### src/rtl/core/sorted_priority_queue_macros.svh
// Assertion helpers for the sorted priority queue
`ifndef SORTED_PRIORITY_QUEUE_MACROS_SVH
`define SORTED_PRIORITY_QUEUE_MACROS_SVH

// Check that a condition implies another in the same cycle
`define SPQ_ASSERT_IMP(label, clk, rst_n, cond, expr) \
    label: assert property (@(posedge clk) disable iff (!rst_n) (cond) |-> (expr)) \
        else $error("assertion failed");

// Check that a condition implies another in the next cycle
`define SPQ_ASSERT_NEXT(label, clk, rst_n, cond, expr) \
    label: assert property (@(posedge clk) disable iff (!rst_n) (cond) |=> (expr)) \
        else $error("assertion failed");

`endif

### src/rtl/core/spq_pkg.sv
`default_nettype none
package spq_pkg;
    localparam int unsigned CapacityDefault = 16;

    typedef enum logic [1:0] {
        FUNC_PUSH = 2'd0,
        FUNC_POP  = 2'd1,
        FUNC_TOP  = 2'd2,
        FUNC_INC  = 2'd3
    } t_func;

    typedef enum logic [2:0] {
        ST_OK         = 3'd0,
        ST_EMPTY      = 3'd1,
        ST_NOT_FOUND  = 3'd2,
        ST_NOT_HIGHER = 3'd3,
        ST_FULL       = 3'd4
    } t_status;

    localparam logic [1:0] ORD_LT = 2'd0;
    localparam logic [1:0] ORD_LE = 2'd1;
    localparam logic [1:0] ORD_GT = 2'd2;
    localparam logic [1:0] ORD_GE = 2'd3;

    typedef struct packed {
        logic [1:0]         func;
        logic signed [31:0] value;
        logic signed [31:0] priority_req;
    } t_in_word;

    typedef struct packed {
        logic signed [31:0] out_value;
        logic signed [31:0] out_priority;
        logic signed [31:0] old_priority;
        logic [2:0]         status;
        logic               now_empty;
    } t_out_word;

    // Command broadcast to every cell in the chain
    typedef struct packed {
        logic               insert;   // insert new pair at its sorted place
        logic               remove;   // remove the entry flagged as target
        logic               rm_head;  // target is the head entry
        logic signed [31:0] value;
        logic signed [31:0] prio;
        logic [1:0]         order;
    } t_cell_cmd;

    // a beats b under the order relation
    function automatic logic beats(input logic [1:0] order,
                                   input logic signed [31:0] a,
                                   input logic signed [31:0] b);
        logic r;
        begin
            case (order)
                ORD_LT:  r = a < b;
                ORD_LE:  r = a <= b;
                ORD_GT:  r = a > b;
                default: r = a >= b;
            endcase
            return r;
        end
    endfunction
endpackage
`default_nettype wire

### src/rtl/core/sorted_priority_queue.sv
`default_nettype none
// Sorted priority queue of CAPACITY (value, priority) entries held in a row of
// cells, head at cell 0. An accepted word runs an evaluate step, in which all
// cells evaluate in parallel (match and beat flags ripple along the row) and
// the row shifts at its end, then a result step that registers the result
// word. A successful priority increase runs removal, insertion and result steps.
// One word is in work at a time; a result held by i_stall blocks the next
// word. order_mode (APB address 0, reset 1) selects the relation by which a
// new priority beats a stored one; write it only while idle.
module sorted_priority_queue #(
    parameter int unsigned CAPACITY = spq_pkg::CapacityDefault
) (
    input  wire                     i_clk,
    input  wire                     i_rst_n,
    input  wire                     i_valid,
    output logic                    o_stall,
    input  wire spq_pkg::t_in_word  i_data,
    output logic                    o_valid,
    input  wire                     i_stall,
    output spq_pkg::t_out_word      o_data,
    input  wire                     psel,
    input  wire                     penable,
    input  wire                     pwrite,
    input  wire [1:0]               paddr,
    input  wire [31:0]              pwdata,
    output logic [31:0]             prdata,
    output logic                    pready
);
    import spq_pkg::*;
    `include "sorted_priority_queue_macros.svh"

    typedef enum logic [2:0] {S_IDLE, S_EVAL, S_INS, S_DONE} t_state;

    t_state             r_state;
    t_state             n_state;
    t_in_word           r_in;
    t_in_word           n_in;
    t_out_word          r_out;
    t_out_word          n_out;
    logic               r_out_valid;
    logic               n_out_valid;
    logic [1:0]         r_order;
    t_cell_cmd          w_cmd;
    logic               w_step;
    logic               w_head_valid, w_full, w_found, w_empty;
    logic signed [31:0] w_head_value, w_head_prio, w_found_prio;

    assign pready = 1'b1;
    assign prdata = {30'd0, r_order};

    // config write
    always_ff @(posedge i_clk) begin
        if (!i_rst_n) begin
            r_order <= ORD_LE;
        end else if (psel && penable && pwrite && paddr == 2'd0) begin
            r_order <= pwdata[1:0];
        end
    end

    // drive the cell command from the latched word
    always_comb begin
        w_cmd       = '0;
        w_cmd.order = r_order;
        w_cmd.value = r_in.value;
        w_cmd.prio  = r_in.priority_req;
        w_step      = 1'b0;
        if (r_state == S_EVAL) begin
            w_step = 1'b1;
            unique case (t_func'(r_in.func))
                FUNC_PUSH: w_cmd.insert = !w_full;
                FUNC_POP: begin
                    w_cmd.remove  = 1'b1;
                    w_cmd.rm_head = 1'b1;
                end
                FUNC_TOP: w_cmd.remove = 1'b0;
                FUNC_INC: w_cmd.remove = w_found &&
                                         beats(r_order, r_in.priority_req, w_found_prio);
                default: w_cmd.remove = 1'b0;
            endcase
        end else if (r_state == S_INS) begin
            w_step       = 1'b1;
            w_cmd.insert = 1'b1;
        end
    end

    spq_chain #(.CAPACITY(CAPACITY)) u_chain (
        .i_clk         (i_clk),
        .i_rst_n       (i_rst_n),
        .i_cmd         (w_cmd),
        .i_step        (w_step),
        .o_head_valid  (w_head_valid),
        .o_head_value  (w_head_value),
        .o_head_prio   (w_head_prio),
        .o_full        (w_full),
        .o_found       (w_found),
        .o_found_prio  (w_found_prio),
        .o_after_empty (w_empty)
    );

    // hold off a new word while busy or while a result word is still waiting
    assign o_stall = (r_state != S_IDLE) || (r_out_valid && i_stall);
    assign o_valid = r_out_valid;
    assign o_data  = r_out;

    // sequencer next state and result word
    always_comb begin
        n_state     = r_state;
        n_in        = r_in;
        n_out       = r_out;
        n_out_valid = r_out_valid;
        // drop the result word once taken
        if (r_out_valid && !i_stall) n_out_valid = 1'b0;
        unique case (r_state)
            S_IDLE: begin
                if (i_valid && !o_stall) begin
                    n_in    = i_data;
                    n_state = S_EVAL;
                end
            end
            S_EVAL: begin
                n_out   = '0;
                n_state = S_DONE;
                unique case (t_func'(r_in.func))
                    FUNC_PUSH: if (w_full) n_out.status = ST_FULL;
                    FUNC_POP, FUNC_TOP: begin
                        if (!w_head_valid) begin
                            n_out.status = ST_EMPTY;
                        end else begin
                            n_out.out_value    = w_head_value;
                            n_out.out_priority = w_head_prio;
                        end
                    end
                    FUNC_INC: begin
                        if (!w_found) begin
                            n_out.status       = ST_NOT_FOUND;
                            n_out.old_priority = -32'sd1;
                        end else begin
                            n_out.old_priority = w_found_prio;
                            if (!beats(r_order, r_in.priority_req, w_found_prio))
                                n_out.status = ST_NOT_HIGHER;
                            else
                                n_state = S_INS;
                        end
                    end
                    default: n_state = S_DONE;
                endcase
            end
            S_INS: n_state = S_DONE;
            S_DONE: begin
                n_out.now_empty = w_empty;
                n_out_valid     = 1'b1;
                n_state         = S_IDLE;
            end
            default: n_state = S_IDLE;
        endcase
    end

    // sequencer and result register
    always_ff @(posedge i_clk) begin
        if (!i_rst_n) begin
            r_state     <= S_IDLE;
            r_out_valid <= 1'b0;
        end else begin
            r_state     <= n_state;
            r_out_valid <= n_out_valid;
        end
        r_in  <= n_in;
        r_out <= n_out;
    end

    `SPQ_ASSERT_NEXT(a_pop_empty_flags, i_clk, i_rst_n,
        r_state == S_EVAL && r_in.func == FUNC_POP && !w_head_valid, r_out.status == ST_EMPTY)
    `SPQ_ASSERT_IMP(a_full_not_insert, i_clk, i_rst_n, w_full, !(w_cmd.insert && r_state == S_EVAL))
    `SPQ_ASSERT_NEXT(a_done_gives_word, i_clk, i_rst_n, r_state == S_DONE, o_valid)
endmodule
`default_nettype wire

### src/rtl/core/spq_cell.sv
`default_nettype none
// One slot of the sorted chain. Apart from the broadcast command, cells talk only to neighbors.
module spq_cell (
    input  wire                      i_clk,
    input  wire                      i_rst_n,
    input  wire spq_pkg::t_cell_cmd  i_cmd,
    input  wire                      i_step,
    // left neighbor (toward head)
    input  wire                      i_l_valid,
    input  wire                      i_l_beaten,
    input  wire                      i_l_hit,
    input  wire signed [31:0]        i_l_value,
    input  wire signed [31:0]        i_l_prio,
    // right neighbor (toward tail)
    input  wire                      i_r_valid,
    input  wire signed [31:0]        i_r_value,
    input  wire signed [31:0]        i_r_prio,
    // own state to neighbors
    output logic                     o_valid,
    output logic                     o_beaten,
    output logic                     o_hit,
    output logic signed [31:0]       o_value,
    output logic signed [31:0]       o_prio
);
    import spq_pkg::*;

    logic               r_valid;
    logic signed [31:0] r_value;
    logic signed [31:0] r_prio;
    logic               n_valid;
    logic signed [31:0] n_value;
    logic signed [31:0] n_prio;
    logic               w_beat;
    logic               w_match;

    // new pair beats this entry; prefix-OR makes the insert point
    assign w_beat   = r_valid && beats(i_cmd.order, i_cmd.prio, r_prio);
    assign o_beaten = i_l_beaten || w_beat;
    // search hit: valid entry with matching value; prefix-OR marks the first hit onward
    assign w_match  = r_valid && (r_value == i_cmd.value);
    assign o_hit    = i_l_hit || w_match;
    assign o_valid  = r_valid;
    assign o_value  = r_value;
    assign o_prio   = r_prio;

    // shift toward tail on insert, toward head from the hit entry (or from the head on rm_head) on remove
    always_comb begin
        n_valid = r_valid;
        n_value = r_value;
        n_prio  = r_prio;
        if (i_cmd.remove && (i_l_hit || w_match || i_cmd.rm_head)) begin
            n_valid = i_r_valid;
            n_value = i_r_value;
            n_prio  = i_r_prio;
        end else if (i_cmd.insert) begin
            if (i_l_beaten) begin
                n_valid = i_l_valid;
                n_value = i_l_value;
                n_prio  = i_l_prio;
            end else if (w_beat || (!r_valid && i_l_valid)) begin
                n_valid = 1'b1;
                n_value = i_cmd.value;
                n_prio  = i_cmd.prio;
            end
        end
    end

    always_ff @(posedge i_clk) begin
        if (!i_rst_n) begin
            r_valid <= 1'b0;
        end else if (i_step) begin
            r_valid <= n_valid;
        end
    end

    always_ff @(posedge i_clk) begin
        if (i_step) begin
            r_value <= n_value;
            r_prio  <= n_prio;
        end
    end
endmodule
`default_nettype wire

### src/rtl/core/spq_chain.sv
`default_nettype none
// Row of cells with head and tail boundary conditions.
module spq_chain #(
    parameter int unsigned CAPACITY = spq_pkg::CapacityDefault
) (
    input  wire                      i_clk,
    input  wire                      i_rst_n,
    input  wire spq_pkg::t_cell_cmd  i_cmd,
    input  wire                      i_step,
    output logic                     o_head_valid,
    output logic signed [31:0]       o_head_value,
    output logic signed [31:0]       o_head_prio,
    output logic                     o_full,
    output logic                     o_found,
    output logic signed [31:0]       o_found_prio,
    output logic                     o_after_empty
);
    import spq_pkg::*;

    logic               w_valid  [CAPACITY];
    logic               w_beaten [CAPACITY];
    logic               w_hit    [CAPACITY];
    logic signed [31:0] w_value  [CAPACITY];
    logic signed [31:0] w_prio   [CAPACITY];
    logic signed [31:0] w_fprio  [CAPACITY];

    genvar g;
    generate
        for (g = 0; g < CAPACITY; g++) begin : g_cell
            logic               l_valid, l_beaten, l_hit, r_valid_in;
            logic signed [31:0] l_value, l_prio, r_value_in, r_prio_in;
            if (g == 0) begin : g_head
                // head sees an always-valid, never-beaten left neighbor
                assign l_valid  = 1'b1;
                assign l_beaten = 1'b0;
                assign l_hit    = 1'b0;
                assign l_value  = '0;
                assign l_prio   = '0;
            end else begin : g_body
                assign l_valid  = w_valid[g-1];
                assign l_beaten = w_beaten[g-1];
                assign l_hit    = w_hit[g-1];
                assign l_value  = w_value[g-1];
                assign l_prio   = w_prio[g-1];
            end
            if (g == CAPACITY - 1) begin : g_tail
                assign r_valid_in = 1'b0;
                assign r_value_in = '0;
                assign r_prio_in  = '0;
            end else begin : g_inner
                assign r_valid_in = w_valid[g+1];
                assign r_value_in = w_value[g+1];
                assign r_prio_in  = w_prio[g+1];
            end
            spq_cell u_cell (
                .i_clk      (i_clk),
                .i_rst_n    (i_rst_n),
                .i_cmd      (i_cmd),
                .i_step     (i_step),
                .i_l_valid  (l_valid),
                .i_l_beaten (l_beaten),
                .i_l_hit    (l_hit),
                .i_l_value  (l_value),
                .i_l_prio   (l_prio),
                .i_r_valid  (r_valid_in),
                .i_r_value  (r_value_in),
                .i_r_prio   (r_prio_in),
                .o_valid    (w_valid[g]),
                .o_beaten   (w_beaten[g]),
                .o_hit      (w_hit[g]),
                .o_value    (w_value[g]),
                .o_prio     (w_prio[g])
            );
            // carry priority of first hit along the chain
            if (g == 0) begin : g_f0
                assign w_fprio[g] = w_prio[g];
            end else begin : g_fn
                assign w_fprio[g] = w_hit[g-1] ? w_fprio[g-1] : w_prio[g];
            end
        end
    endgenerate

    assign o_head_valid  = w_valid[0];
    assign o_head_value  = w_value[0];
    assign o_head_prio   = w_prio[0];
    assign o_full        = w_valid[CAPACITY-1];
    assign o_found       = w_hit[CAPACITY-1];
    assign o_found_prio  = w_fprio[CAPACITY-1];
    // after settle: empty when head cell holds nothing
    assign o_after_empty = !w_valid[0];
endmodule
`default_nettype wire

### config.mk
export PLATFORM = sky130hd
export DESIGN_NAME = sorted_priority_queue
export DESIGN_NICKNAME = d
export VERILOG_FILES = /design/src/rtl/core/spq_pkg.sv /design/src/rtl/core/sorted_priority_queue.sv /design/src/rtl/core/spq_cell.sv /design/src/rtl/core/spq_chain.sv
export VERILOG_INCLUDE_DIRS = /design/src /design/src/rtl/core
export SDC_FILE = /design/constraint.sdc
export NUM_CORES = 2
export LEC_CHECK = 0
export ABC_AREA = 1
export BUFFER_PORTS_ARGS = -buffer_cell sky130_fd_sc_hd__buf_2
export CORE_ASPECT_RATIO = 0.9
export CORE_UTILIZATION = 30
export CTS_CLUSTER_SIZE = 30
export DETAILED_ROUTE_END_ITERATION = 12
export PLACE_DENSITY = 0.46
export SETUP_SLACK_MARGIN = 0.05
export SLEW_MARGIN = 20
export SYNTH_ARGS = -nofsm -noshare
export SYNTH_HDL_FRONTEND = slang
export SYNTH_HIERARCHICAL = 1
export SYNTH_SLANG_ARGS = --single-unit
### constraint.sdc
create_clock -name i_clk -period 31.2 [get_ports i_clk]
set_clock_uncertainty 0.2 [all_clocks]
set_input_delay 6.24 -clock i_clk [delete_from_list [all_inputs] [get_ports i_clk]]
set_output_delay 6.24 -clock i_clk [all_outputs]
set_load 0.05 [all_outputs]
# Word level (Yosys, flattened, before mapping)
# Cells that the tools add are included.
[totals]
regBits = 1212
latchBits = 0
ram_bits = 0
romBits = 0
out_inout_bits = 135
elab_cells = 604
mem_count = 0
[classes]
add_sub_neg = 0
multipliers = 0
div = 0
n_lt_le_gt_ge = 68
n_eq_ne = 25
shifts = 0
n_mux = 244
n_bitwise = 0
n_reduce_logical = 208
[op_table]
columns = ["operator", "count"]
rows = [
  ["$mux W32", 139],
  ["$ge A32 B32 Y1", 17],
  ["$gt A32 B32 Y1", 17],
  ["$le A32 B32 Y1", 17],
  ["$lt A32 B32 Y1", 17],
  ["$eq A32 B32 Y1", 16],
  ["$mux W1", 79],
  ["$logic_and A1 B1 Y1", 70],
  ["$logic_or A1 B1 Y1", 62],
  ["$pmux W1 S3", 17],
  ["$reduce_and A3 Y1", 16],
  ["$reduce_bool A3 Y1", 16],
  ["$reduce_bool A2 Y1", 19],
  ["$mux W35", 1],
  ["$logic_not A1 Y1", 18],
  ["$pmux W3 S3", 2],
  ["$eq A2 B2 Y1 const B", 3],
  ["$eq A3 B2 Y1 const B", 2],
  ["$logic_not A2 Y1", 3],
  ["$mux W3", 2],
  ["$eq A2 B1 Y1 const B", 2],
  ["$mux W2", 2],
  ["$pmux W1 S2", 2],
  ["$reduce_and A2 Y1", 2],
  ["other kinds (4)", 4],
]

# Longest topological paths before layout
[depth]
word_depth = 28
depth_mapped = 69

# Hierarchy
# Netlist, hierarchy kept.
[modules_own_cells]
columns = ["mod", "instances", "cells_per_inst", "area_each_um2", "seq_area_each_um2"]
rows = [
  ["spq_cell at u_chain.g_cell[0].u_cell ...", 10, 621, 4715.8, 1941.9],
  ["spq_cell at u_chain.g_cell[4].u_cell ...", 6, 626, 4733.3, 1941.9],
  ["sorted_priority_queue", 1, 592, 7310.8, 5084.9],
  ["spq_chain", 1, 1333, 5776.8, 0.0],
]

# Worst setup path before layout
# No wires, ideal clock.
[synth_timing]
path_type = "input to output"
from = "input i_stall"
to = "output o_stall"
arrival_time_ps = 6687
setup_slack_ps = 18073
stages = 2
path_buffers = 0
cell_sequence = "nand2_1 nand2_1"
[synth_between]
elab_chain_len = 2
[synth_rtl]
columns = ["item", "line", "text"]
rows = [
  ["start: declaration", "sorted_priority_queue.sv:19", "input wire i_stall,"],
  ["$logic_and A1 B1 Y1", "sorted_priority_queue.sv:101", "assign o_stall = (r_state != S_IDLE) || (r_out_valid && i_stall);"],
  ["$logic_or A1 B1 Y1", "sorted_priority_queue.sv:101", ""],
  ["end: declaration", "sorted_priority_queue.sv:16", "output logic o_stall,"],
]
# Every way passes these cells.

==> results.md <==
* Status: finished clean
* Pwr per Cell Area at roughly 82 nW/um^2
* Share of layout cells above drive strength 1 at under 10%
* Max Fclk at about 71 MHz
* Final Hold Viols at 0
* GRT Util Overall at between 10% and 20%
* Syn Inst Count at 11900
* Crit path buf inv count at 30
* DRC viols at 0
* Int Pwr at about 4.6 mW
* # nets final at about 13000
* Combinational share of power at between 40% and 50%
* Sw Share at a little over two fifths
* Initial antenna violation count at 5
* Drt wl/cell at 18.4 um
* CTS buffer count at about 160
* # fillers at 31000
* Post_cts resized at 0
* Max Cap Viol at 0
* Post-Layout Inst Area at 98800 um^2
* Synth warn at 6
* Slowest cell on crit path: buf_4
* Critical Path Source Type: flip-flop
* Setup tns final at 0 ns
* Largest net degree at the start of global routing at 87
* Vias in the first global route at around 72000
* Gpl congestion at approximately 0.85
* Clock-pin slew on the worst setup and hold paths at around 0.060 ns
* Post-Syn Area at about 89000 um^2
* DIE WIDTH at 575 um
* CORE AREA at 293000 um^2
* DR vias/cell at 4.92
* Total power draw at between 8 and 9 mW
* Initial Utilization at between 30% and 40%
* Hpwl dp at between 200000 and 250000 um
* Final period util at between 40% and 50%
* Vias at between 70000 and 80000
* Area after DPL at 93900 um^2
* Area grow syn2layout at 11.4%
* I/O pin count at about 240
* Max Slew Vio Count at 0
* Worst slew pin tran at 1.16 ns
* P_sw at 3.47 mW
* Reg power frac at about a third
* CTS root buf: clkbuf_16
* CTS tree: built
* Grt ovf at 0
* Final setup fails at 0
* Critical path class: reg2reg
* CP peak stage delay at ~0.62 ns
* First-pass GRT wire length at 449000 um
* Sequential cell area at 36200 um^2
* Mapped Avg Cell Area at ~7.5 um^2
* Relative slew slack at a little under a quarter
* Post-CTS Hold Fix Bufs at 0
* # H-tree levels at 4
* Number of iterations in the first detailed-routing pass at 6
* Clock power share at about 22%
* Pleak at 44.0 nW
* Crit. End Element: flip-flop
* CP Max Fanout at 60
* Die area at just under 300000 um^2
* Clock Tree Buf Depth at 4
* Hold Crit Class: reg2reg
* Unrepaired setup endpoints after global routing: no
* Crit path DAT at between 10 and 15 ns
* Skew-Pair Late Insertion Delay at between 0.8 and 0.9 ns
* Min Tclk post-route at ~14 ns
* VDD IR-drop max at around 70 uV
* Num Clock Sinks at between 1000 and 1500
* WL final at 294000 um
* Post-layout util at 33.8%
* Crit path max-delay family: buffers and inverters
* CP Data Required Time at ~31 ns
* CP most frequent cell: nand2_1
* Die Y at 518 um
* # rows at 188
* Area of the multi-input gates at between 40000 and 50000 um^2
* Antenna Nets Post-Route at 0
* Port buffer count at 180
* Buffers inserted by post-CTS timing repair at 0
* DR iter-0 viols at between 8000 and 9000
power by group through the flow:
stage | registers [mW] | logic (mW) | clock network [mW]
floorplan | 2.92 | 2.32 | 0
global placement | 2.81 | 3.36 | 0
detailed placement | 2.81 | 3.48 | 0
CTS | 2.78 | 3.49 | 1.85
global route | 2.84 | 3.93 | 1.90
finish | 2.79 | 3.49 | 1.80
state kept, by name, indices dropped and copies added (netlist names):
| register | cells |
|---|---|
| u_chain/g_cell.u_cell/o_prio | 512 |
| u_chain/g_cell.u_cell/o_value | 512 |
| o_data | 100 |
| r_in | 66 |
| u_chain/g_cell.u_cell/o_valid | 16 |
| r_order | 2 |
| r_state | 2 |
| o_valid | 1 |
worst reg2reg max path, delay by kind of cell (launching register included):
kind | cells | cell delay (ns)
fa+ha+maj | 1 | 0.25
simple gates | 35 | 4.12
compound gates | 4 | 1.04
flops | 1 | 0.34
buf+inv | 30 | 7.72
metal layers:
| metal | GRT usage, % | up-vias | share of wire, % |
|---|---|---|---|
| met3 | 3.08 | 298 | 7.4 |
| met1 | 30.9 | 36600 | 53 |
| met4 | 4.11 | 4 | 1.9 |
| met5 | 0 | - | 0.0078 |
| met2 | 25.6 | 2543 | 38 |
| li1 | - | 39300 | - |
cell usage in the layout, fill, tap and decap left out, types with 35 or more instances in the layout:
master	n
nor3_1	80
clkbuf_16	167
ha_1	552
buf_4	181
o21ai_0	65
inv_2	68
o22ai_1	42
conb_1	166
clkbuf_1	35
xor2_1	144
edfxtp_1	1190
clkinv_1	52
nand3_2	63
a31oi_1	1024
nand4_1	147
buf_2	180
a21oi_1	463
nor2_1	1820
xnor2_1	64
inv_1	1265
nand2_2	85
a21oi_2	78
or2_1	92
nand2_1	3658
nand3_1	185
through the flow:
step                      setup WS [ns]  std cells  hold slack, ns
final                             17.11      16000           0.284
after detailed placement          16.83      15700           0.279
after global placement            16.62      15700           0.278
after floorplan                   18.07      12100           0.304
after global routing              15.72      16000           0.335
after CTS                         16.79      16000           0.290
path summary, 6_finish.rpt:
kind,endpoint,slack [ns],startpoint,cells after the start
worst max-delay path,u_chain/g_cell[2].u_cell/o_prio[0]$_DFFE_PP_,17.11,r_in[45]$_DFFE_PP_,70
worst max register to register,u_chain/g_cell[2].u_cell/o_prio[0]$_DFFE_PP_,17.11,r_in[45]$_DFFE_PP_,70
worst min register to register,o_valid$_SDFFE_PN0P_,0.28,o_valid$_SDFFE_PN0P_,2
worst min-delay path,o_valid$_SDFFE_PN0P_,0.28,o_valid$_SDFFE_PN0P_,2
layout make-up:
type,count,area share [%]
flip-flops and latches,1211,36.6
clock inverters,77,0.550
multi-input cells,8905,46.0
clock buffers,202,4.36
well taps,3895,4.93
inverters,1343,5.10
repair buffers,367,2.41
diodes,5,0.0127
No activity file was read; power rests on OpenSTA's default activity.
